`config.mk`:
```
export PLATFORM = sky130hd
export DESIGN_NAME = ber_base128_tag_decoder_top
export DESIGN_NICKNAME = d
export VERILOG_FILES = /design/src/rtl/bbtd_pkg.sv /design/src/rtl/bbtd_parser.sv /design/src/rtl/bbtd_out_reg.sv /design/src/rtl/ber_base128_tag_decoder_top.sv
export SDC_FILE = /design/constraint.sdc
export NUM_CORES = 1
export LEC_CHECK = 0
export BUFFER_PORTS_ARGS = -buffer_cell sky130_fd_sc_hd__buf_2
export CORE_UTILIZATION = 57
export DETAILED_ROUTE_END_ITERATION = 8
export PLACE_DENSITY = 0.78
export SLEW_MARGIN = 20
export SYNTH_ARGS = -nofsm -noshare
export SYNTH_HDL_FRONTEND = slang
export SYNTH_SLANG_ARGS = --single-unit
export TNS_END_PERCENT = 5
```
`constraint.sdc`:
```
create_clock -name clk -period 6.89 [get_ports clk]
set_input_delay 0.3445 -clock clk [delete_from_list [all_inputs] [get_ports clk]]
set_output_delay 0.3445 -clock clk [all_outputs]
set_load 0.01 [all_outputs]
```
`src/rtl/bbtd_pkg.sv`:
```
// Shared types and constants for the BER base-128 tag decoder.
// No dependencies; used by every module in the block.
`timescale 1ns / 1ps

package bbtd_pkg;

  localparam int VALUE_W        = 64;
  localparam int COUNT_W        = 4;
  localparam int VALUE_BITS_DEF = 64;

  localparam logic [1:0] ST_OK           = 2'd0;
  localparam logic [1:0] ST_TRUNCATED    = 2'd1;
  localparam logic [1:0] ST_BAD_LENGTH   = 2'd2;
  localparam logic [1:0] ST_OUT_OF_RANGE = 2'd3;

  localparam logic [7:0] BAD_FIRST_BYTE = 8'h80;

  typedef struct packed {
    logic [7:0] data_byte;
    logic       end_of_buffer;
  } req_t;

  typedef struct packed {
    logic [1:0]         status;
    logic [VALUE_W-1:0] value;
    logic [COUNT_W-1:0] bytes_used;
  } res_t;

  // One parse step: whether a result leaves, and its contents.
  typedef struct packed {
    logic emit;
    res_t res;
  } step_t;

endpackage

```
`src/rtl/bbtd_parser.sv`:
```
// Parser state (accumulator, byte count, in-value flag) and the per-byte step.
// Depends on bbtd_pkg.
`timescale 1ns / 1ps

module bbtd_parser #(
  parameter int VALUE_BITS = bbtd_pkg::VALUE_BITS_DEF
) (
  input  logic                clk,
  input  logic                rst,
  input  logic                advance,
  input  bbtd_pkg::req_t      item,
  output bbtd_pkg::step_t     step
);

  logic [VALUE_BITS-1:0]        accumulator;
  logic [VALUE_BITS-1:0]        accumulator_next;
  logic [bbtd_pkg::COUNT_W-1:0] byte_count;
  logic [bbtd_pkg::COUNT_W-1:0] byte_count_next;
  logic                         in_value;
  logic                         in_value_next;

  logic [VALUE_BITS-1:0]        acc_shift;
  logic [bbtd_pkg::COUNT_W-1:0] count_inc;
  logic                         overflow;

  // At or above 2^(VALUE_BITS-7): any of the top seven bits set.
  assign overflow  = |accumulator[VALUE_BITS-1 -: 7];
  assign acc_shift = {accumulator[VALUE_BITS-8:0], item.data_byte[6:0]};
  assign count_inc = byte_count + bbtd_pkg::COUNT_W'(1);

  always_comb begin
    step             = '0;
    accumulator_next = accumulator;
    byte_count_next  = byte_count;
    in_value_next    = in_value;
    priority if (item.end_of_buffer) begin
      step.emit       = 1'b1;
      step.res.status = bbtd_pkg::ST_TRUNCATED;
    end else if (!in_value && item.data_byte == bbtd_pkg::BAD_FIRST_BYTE) begin
      step.emit       = 1'b1;
      step.res.status = bbtd_pkg::ST_BAD_LENGTH;
    end else if (overflow) begin
      step.emit       = 1'b1;
      step.res.status = bbtd_pkg::ST_OUT_OF_RANGE;
    end else if (!item.data_byte[7]) begin
      step.emit           = 1'b1;
      step.res.status     = bbtd_pkg::ST_OK;
      step.res.value      = bbtd_pkg::VALUE_W'(acc_shift);
      step.res.bytes_used = count_inc;
    end else begin
      accumulator_next = acc_shift;
      byte_count_next  = count_inc;
      in_value_next    = 1'b1;
    end
    // Any result starts a new value.
    if (step.emit) begin
      accumulator_next = '0;
      byte_count_next  = '0;
      in_value_next    = 1'b0;
    end
  end

  always_ff @(posedge clk) begin
    if (rst) begin
      accumulator <= '0;
      byte_count  <= '0;
      in_value    <= 1'b0;
    end else if (advance) begin
      accumulator <= accumulator_next;
      byte_count  <= byte_count_next;
      in_value    <= in_value_next;
    end
  end

endmodule

```
`src/rtl/bbtd_out_reg.sv`:
```
// Result register: holds one decoded result until the receiver takes it.
// Depends on bbtd_pkg.
`timescale 1ns / 1ps

module bbtd_out_reg (
  input  logic           clk,
  input  logic           rst,
  input  logic           load,
  input  bbtd_pkg::res_t load_data,
  output logic           free,
  output logic           res_valid,
  input  logic           res_stall,
  output bbtd_pkg::res_t res
);

  logic res_valid_next;

  // Free when empty or being taken this cycle.
  assign free = !res_valid || !res_stall;

  always_comb begin
    res_valid_next = res_valid;
    if (load) begin
      res_valid_next = 1'b1;
    end else if (!res_stall) begin
      res_valid_next = 1'b0;
    end
  end

  always_ff @(posedge clk) begin
    if (rst) begin
      res_valid <= 1'b0;
    end else begin
      res_valid <= res_valid_next;
    end
  end

  always_ff @(posedge clk) begin
    if (load) begin
      res <= load_data;
    end
  end

endmodule

```
`src/rtl/ber_base128_tag_decoder_top.sv`:
```
// Top level of the BER base-128 tag decoder: request register, parser, result register.
// Depends on bbtd_pkg, bbtd_parser and bbtd_out_reg.
`timescale 1ns / 1ps

// Usage:
//   Request channel (req_valid / req_stall / req) carries one byte of the
//   buffer, or an end-of-buffer mark. Result channel (res_valid / res_stall /
//   res) carries status, decoded value and byte count for each value that
//   completes or fails, and for each end-of-buffer mark.
//   A request is taken in the request register; the parser handles it there
//   and any result is loaded into the result register, which drives res_valid.
//   Throughput is one byte per cycle while req_stall stays low: the only loop
//   is the accumulator shift-and-or with its top-bits compare.
//   A held result does not block bytes that give no result; only a byte that
//   gives a result waits while the result register is full and stalled, and
//   then req_stall rises until the receiver drops res_stall.
//   Reset clears both valid flags and returns the parser to waiting for the
//   first byte of a new value with an empty accumulator.
module ber_base128_tag_decoder_top #(
  parameter int VALUE_BITS = bbtd_pkg::VALUE_BITS_DEF
) (
  input  logic           clk,
  input  logic           rst,
  input  logic           req_valid,
  output logic           req_stall,
  input  bbtd_pkg::req_t req,
  output logic           res_valid,
  input  logic           res_stall,
  output bbtd_pkg::res_t res
);

  logic            hold_valid;
  logic            hold_valid_next;
  bbtd_pkg::req_t  hold;
  logic            accept;
  logic            advance;
  logic            out_free;
  bbtd_pkg::step_t step;

  assign advance   = hold_valid && (!step.emit || out_free);
  assign req_stall = hold_valid && !advance;
  assign accept    = req_valid && !req_stall;

  always_comb begin
    hold_valid_next = hold_valid;
    if (accept) begin
      hold_valid_next = 1'b1;
    end else if (advance) begin
      hold_valid_next = 1'b0;
    end
  end

  always_ff @(posedge clk) begin
    if (rst) begin
      hold_valid <= 1'b0;
    end else begin
      hold_valid <= hold_valid_next;
    end
  end

  always_ff @(posedge clk) begin
    if (accept) begin
      hold <= req;
    end
  end

  bbtd_parser #(
    .VALUE_BITS (VALUE_BITS)
  ) u_parser (
    .clk     (clk),
    .rst     (rst),
    .advance (advance),
    .item    (hold),
    .step    (step)
  );

  bbtd_out_reg u_out_reg (
    .clk       (clk),
    .rst       (rst),
    .load      (advance && step.emit),
    .load_data (step.res),
    .free      (out_free),
    .res_valid (res_valid),
    .res_stall (res_stall),
    .res       (res)
  );

  a_err_fields_zero : assert property (@(posedge clk) disable iff (rst)
    (res_valid && res.status != bbtd_pkg::ST_OK) |-> (res.value == '0 && res.bytes_used == '0))
    else $error("error result carries non-zero value or count");

  a_ok_has_bytes : assert property (@(posedge clk) disable iff (rst)
    (res_valid && res.status == bbtd_pkg::ST_OK) |-> (res.bytes_used != '0))
    else $error("ok result with zero bytes used");

  a_emit_loads : assert property (@(posedge clk) disable iff (rst)
    (hold_valid && step.emit && out_free) |=> res_valid)
    else $error("emitted result did not reach the result register");

  a_stall_means_blocked : assert property (@(posedge clk) disable iff (rst)
    req_stall |-> (hold_valid && step.emit && res_valid && res_stall))
    else $error("request stalled without a blocked result");

endmodule
```
---- Word level (Yosys, flattened, before mapping) ----
Index checks and enable logic that the tools add are counted.
Widths: inputs -> output; s select.
cells by class
  $mul .................................... 0
  divide/modulo/power cells ............... 0
  equal/unequal tests ..................... 5
  muxes and demuxes ....................... 23
  shift operators ......................... 0
  add/sub/neg operators ................... 1
  $lt $le $gt $ge ......................... 0
  bitwise operators ....................... 0
  reductions and logical operators ........ 18
operators with widths
  cell                 count
  $mux 64              5
  $mux 71              1
  $mux 4               5
  $reduce_or 10->1     1
  $mux 1               9
  $mux 3               3
  $eq 8x8->1 const B   1
  $reduce_or 7->1      1
  $logic_not 1->1      6
  $logic_and 1x1->1    5
  $reduce_and 5->1     1
  $add 4x1->4 const B  1
  $ne 2x1->1 const B   2
  $ne 2x2->1 const B   2
  $reduce_bool 2->1    2
  $logic_or 1x1->1     2
storage, ports and cells
  memories ................................ 0
  latch bits .............................. 0
  bits in writable memories ............... 0
  register bits after elaboration ......... 150
  memory bits (read-only) ................. 0

---- Logic depth before layout (Yosys ltp) ----
  word-level depth ........................ 13
  mapped depth ............................ 7

---- By module ----
From an unflattened synthesis, not the netlist that was laid out.
unflattened totals
  cells, all modules ...................... 504
  area total of the unflattened synthesis .. 5893.2 µm²
modules (own cells, without submodules)
  module                       sequential area each (µm²)  area each (µm²)  cells each  instances
  bbtd_parser                  1381.3                      3419.5           412         1
  bbtd_out_reg                 2122.0                      2134.5           74          1
  ber_base128_tag_decoder_top  290.3                       339.1            18          1

---- Worst setup path before layout ----
Ideal clock, no wire load.
  kind .................................... register to register
  start ................................... reg hold[1] (netlist name)
  end ..................................... reg u_out_reg.res[0] (netlist name)
  cell stages (with the launch flop) ...... 6
  setup time .............................. 0.540 ns
  setup slack ............................. 1.560 ns
  clock period less this slack ............ 5.330 ns
  required time ........................... 6.350 ns
  arrival time ............................ 4.790 ns
  path through ............................ edfxtp_1 > nor4_1 > nand4_1 > buf_2 > buf_2 > a31oi_1
between the ends
  longest elaborated chain between the ends .. 8
RTL lines
  item                    line                               source
  from (decl)             ber_base128_tag_decoder_top.sv:34  bbtd_pkg::req_t hold;
  from (signal assigned)  ber_base128_tag_decoder_top.sv:63  hold <= req;
  $eq 8x8->1 (*)          bbtd_parser.sv:39                  end else if (!in_value && item.data_byte == bbtd_pkg::BAD_FIRST_BYTE) begin
  $logic_and 1x1->1 (*)   bbtd_parser.sv:39
  $mux 3 (*)              bbtd_parser.sv:39
  $mux 3 (*)              bbtd_parser.sv:36                  priority if (item.end_of_buffer) begin
  $logic_not 1->1         ber_base128_tag_decoder_top.sv:40  assign advance = hold_valid && (!step.emit || out_free);
  $logic_or 1x1->1        ber_base128_tag_decoder_top.sv:40
  $logic_and 1x1->1       ber_base128_tag_decoder_top.sv:40
  $logic_and 1x1->1 (*)   ber_base128_tag_decoder_top.sv:80  .load (advance && step.emit),
  net u_out_reg.load      bbtd_out_reg.sv:8                  input logic load,
The timed path passes the listed nets; every way through them passes the cells marked *.
A chain may end at the register's enable or synchronous reset.

---- Worst setup path after layout ----
  start ................................... reg hold[1] (netlist name)
  end ..................................... out req_stall
between the ends
  longest elaborated chain between the ends .. 9
RTL lines
  item               line                               source
  $eq 8x8->1         bbtd_parser.sv:39
  $logic_and 1x1->1  bbtd_parser.sv:39
  $mux 3             bbtd_parser.sv:39
  $mux 3             bbtd_parser.sv:36
  $logic_not 1->1    ber_base128_tag_decoder_top.sv:40
  $logic_or 1x1->1   ber_base128_tag_decoder_top.sv:40
  $logic_and 1x1->1  ber_base128_tag_decoder_top.sv:40
  $logic_not 1->1    ber_base128_tag_decoder_top.sv:41  assign req_stall = hold_valid && !advance;
  $logic_and 1x1->1  ber_base128_tag_decoder_top.sv:41
  to (decl)          ber_base128_tag_decoder_top.sv:25  output logic req_stall,
Every way passes these cells.

==> results by group <==
Status
  – Run status: completed

Timing
  – Clock skew after layout: 0.00747 ns
  – Unrepaired setup endpoints after global routing: no
  – Total negative setup slack: 0 ns
  – Number of pins exceeding their max-slew limit in the final report: 0
  – Smallest setup slack after layout: 3.95 ns
  – Portion of the clock cycle consumed by the worst path in the final layout: 0.427
  – Achievable Freq: 340 MHz
  – Slew headroom: 0.403
  – Setup Viol. Count Final: 0
  – Final hold violation count: 0
  – Final worst path period need: 2.94 ns
  – Worst slew pin tran: 0.895 ns

Critical path
  – CP top delay family: simple AND/OR/NAND/NOR gates
  – Type of element capturing the critical path: output port
  – Arrival @ worst endpoint: 2.60 ns
  – Highest cell delay on the worst timing path: 0.45 ns
  – R2R Setup Slk: 4.00 ns
  – Critical path peak fanout: 69
  – Max stage delay cell, worst path: nor4_1
  – Crit-path cells: nor4_1 > nand4_1 > buf_4 > a31oi_1 > buf_2
  – Number of buffers and inverters on the critical path: 2
  – Required time at the worst-slack endpoint: 6.55 ns
  – Kind of critical path: reg -> out
  – Setup crit start kind: flop

Synthesis
  – Net Count, Synth: 576
  – Total of flip-flops plus latches after synthesis: 150
  – Proportion of netlist area held by the largest area contributor: 0.389
  – Ys Warns: 0
  – Number of synthesized flops with an enable pin: 79
  – Top cells by area in the synthesized netlist: edfxtp_1 (39%), dfxtp_1 (23%), and2_1 (6.7%)
  – Xor and xnor area share after synthesis: 0.00144
  – Most used flip-flop cell after synthesis: edfxtp_1
  – Number of instances in the synthesized netlist: 562
  – Adder-cell area share of the yosys netlist: 0.00205
  – Distinct cells, synth: 37
  – Share of synthesized area spent on multiplexers: 0
  – Part of the Yosys area used for sequential elements: 0.622
  – Cell area after technology mapping: 6100 um2
  – Dominant combinational cell family by area after synthesis: simple AND/OR/NAND/NOR gates
  – Area fraction in compound gates after synthesis: 0.123
  – Synth Area in Simple Gates: 0.210
  – Cell type with the highest aggregate area in the netlist: edfxtp_1
  – Avg Inst Size Synth: 10.9 um2
  – Fraction of registers with async set/reset: 0

Placement
  – Half-perimeter wire length after detailed placement: 7.40 mm
  – Routability cong.: 0.778
  – Placed cell count: 737
  – Number of buffers inserted by port buffering: 84
  – Post-Place Worst Slack: 4.02 ns

Clock network
  – Worst-case clock buffer depth: 2
  – # resized after CTS: 0
  – CTS HTree Levels: 4
  – Total clock sinks: 150
  – Later-pin clock latency in the skew report: 0.54 ns
  – Master cell of the clock root buffer: clkbuf_8
  – TritonCTS clock tree: done
  – Inserted Clock Buffers: 17
  – Clk pin slew, worst setup/hold paths: 0.06 ns

Pwr
  – Power Dens Cells: 269 nW/um2
  – Internal power: 1520 uW
  – Max IR drop VDD: 0.173 mV
  – Part of the total power dissipated in combinational logic: 0.040
  – Clock network fraction of total power: 0.462
  – Final total power: 1940 uW
  – Sequential fraction of design power: 0.498
  – Switching fraction of total power: 0.220
  – Switching power: 427 uW
  – LEAKAGE: 0.00264 uW

Global routing
  – Overall Global Routing Usage: 0.242
  – Maximum number of pins on one net before global-route repair: 72
  – Number of global-route vias before repair: 4041
  – Initial antenna violation count: 0
  – First-pass GRT wire length: 20.6 mm
  – Leftover overflow at the end of global routing: 0

Hold path
  – Kind of path behind the tightest hold check: in -> reg

Cells and area
  – Number of non-filler instances in the completed layout: 778
  – Total Nets Final: 643
  – Footprint of the multi-input gates: 2100 um2
  – Fraction of final layout cells sized beyond drive strength 1: 0.202
  – Total inserted antenna cells: 0
  – Synth-to-Final Area Change: 18.2%
  – Footprint of the flip-flops and latches: 3790 um2
  – Core occupancy in the finished layout: 0.696
  – Fill cell instance count of the final layout: 765

Die
  – Chip height: 105 um
  – Core box area: 10400 um2
  – Number of rows created at floorplan: 37
  – Die outline area: 11100 um2
  – Overall die width: 105 um
  – Initial Utilization: 0.589
  – I/O pin count: 85

Drt
  – 1st-iter DRT viols: 340
  – Via total after detailed routing: 4473
  – Detailed-routing iteration count for the pre-antenna-repair pass: 5
  – Vias per cell: 5.75
  – Routed wire length per instance: 16.3 um
  – Total wire length after detailed routing: 12.7 mm
  – DRC violation count after routing: 0
  – ANT nets after route: 0

Run
  – MaxCap Viol Count: 0
[layout make-up]
type / instances / area share
timing repair buffer: 99 / 0.0770
inverter: 2 / 0.00104
multi-input combinational: 359 / 0.291
clock inverter: 11 / 0.0153
tap: 136 / 0.0236
clock buffer: 21 / 0.0666
sequential: 150 / 0.526
[repair_timing]
item                                    4_1_cts  5_1_grt
endpoints found under the setup margin        0        0
buffers inserted                              0        0
hold buffers                                  9        0
endpoints found under the hold margin         9        0
[synth_stat cells (3+ instances only)]
cell      instances
o21ai_0          59
a32oi_1           7
buf_2             8
a21oi_1          64
edfxtp_1         79
nor2_1           12
dfxtp_1          71
nand3_1          60
clkbuf_2          6
nand2_1           4
nor2b_1          60
nand4_1           3
clkbuf_1         30
o211ai_1          3
and2_1           65
buf_6             4
a31oi_1           3
[placed cells by master (no fill, tap or decap), types with 3 or more instances in the layout]
cell type,count
nor2_1,12
dfxtp_1,71
clkbuf_8,4
nand4_1,3
nor2b_1,60
buf_4,6
and2_1,65
clkinv_4,3
o21ai_0,59
a21oi_1,64
inv_6,3
clkinvlp_4,3
dlygate4sd3_1,9
clkbuf_16,17
nand3_1,60
edfxtp_1,79
a32oi_1,7
o211ai_1,3
nand2_1,4
buf_2,84
[final timing paths]
check                                   to                startpoint  cells past startpoint
hold / removal                  hold_valid                 req_valid                      2
setup / recovery                 req_stall                   hold[1]                      5
hold reg to reg   u_parser.accumulator[17]  u_parser.accumulator[10]                      2
setup reg to reg         u_out_reg.res[49]                   hold[1]                      4
[layer usage]
| layer | share of wire | wire, um | GRT usage | vias to the layer above |
|---|---|---|---|---|
| li1 | - | - | - | 2126 |
| met1 | 0.44 | 5620 | 0.326 | 2161 |
| met2 | 0.47 | 6000 | 0.362 | 162 |
| met3 | 0.065 | 829 | 0.0835 | 24 |
| met4 | 0.021 | 261 | 0.0915 | 0 |
| met5 | 0 | 0 | 0 | - |
[per-stage QoR]
step	hold WS (ns)	instance area [um2]
final	0.0662	7210
after floorplan	0.443	6100
after CTS	0.0465	7210
after global routing	0.0491	7210
after detailed placement	0.475	6530
after global placement	0.473	6530
[power groups by stage]
stage	Combinational (uW)	Clock, uW	Sequential [uW]
after detailed placement	73.8	0	987
final	77.5	897	968
after CTS	78.0	906	968
after global routing	84.5	940	970
after floorplan	37.3	0	997
after global placement	72.0	0	986
[cell families after synthesis]
logic type                 after synthesis
and+or+nand+nor                        217
DFF                                    150
AOI/OAI and AO/OA                      140
buffers and inverters                   53
xor gates and xnor gates                 1
adders and majority gates                1
[registers in the layout, indices dropped and copies added (netlist names)]
| signal | count |
|---|---|
| hold | 9 |
| hold_valid | 1 |
| u_out_reg.res | 70 |
| u_out_reg.res_valid | 1 |
| u_parser.accumulator | 64 |
| u_parser.byte_count | 4 |
| u_parser.in_value | 1 |
Note: power is estimated with default switching activity, not from simulation.
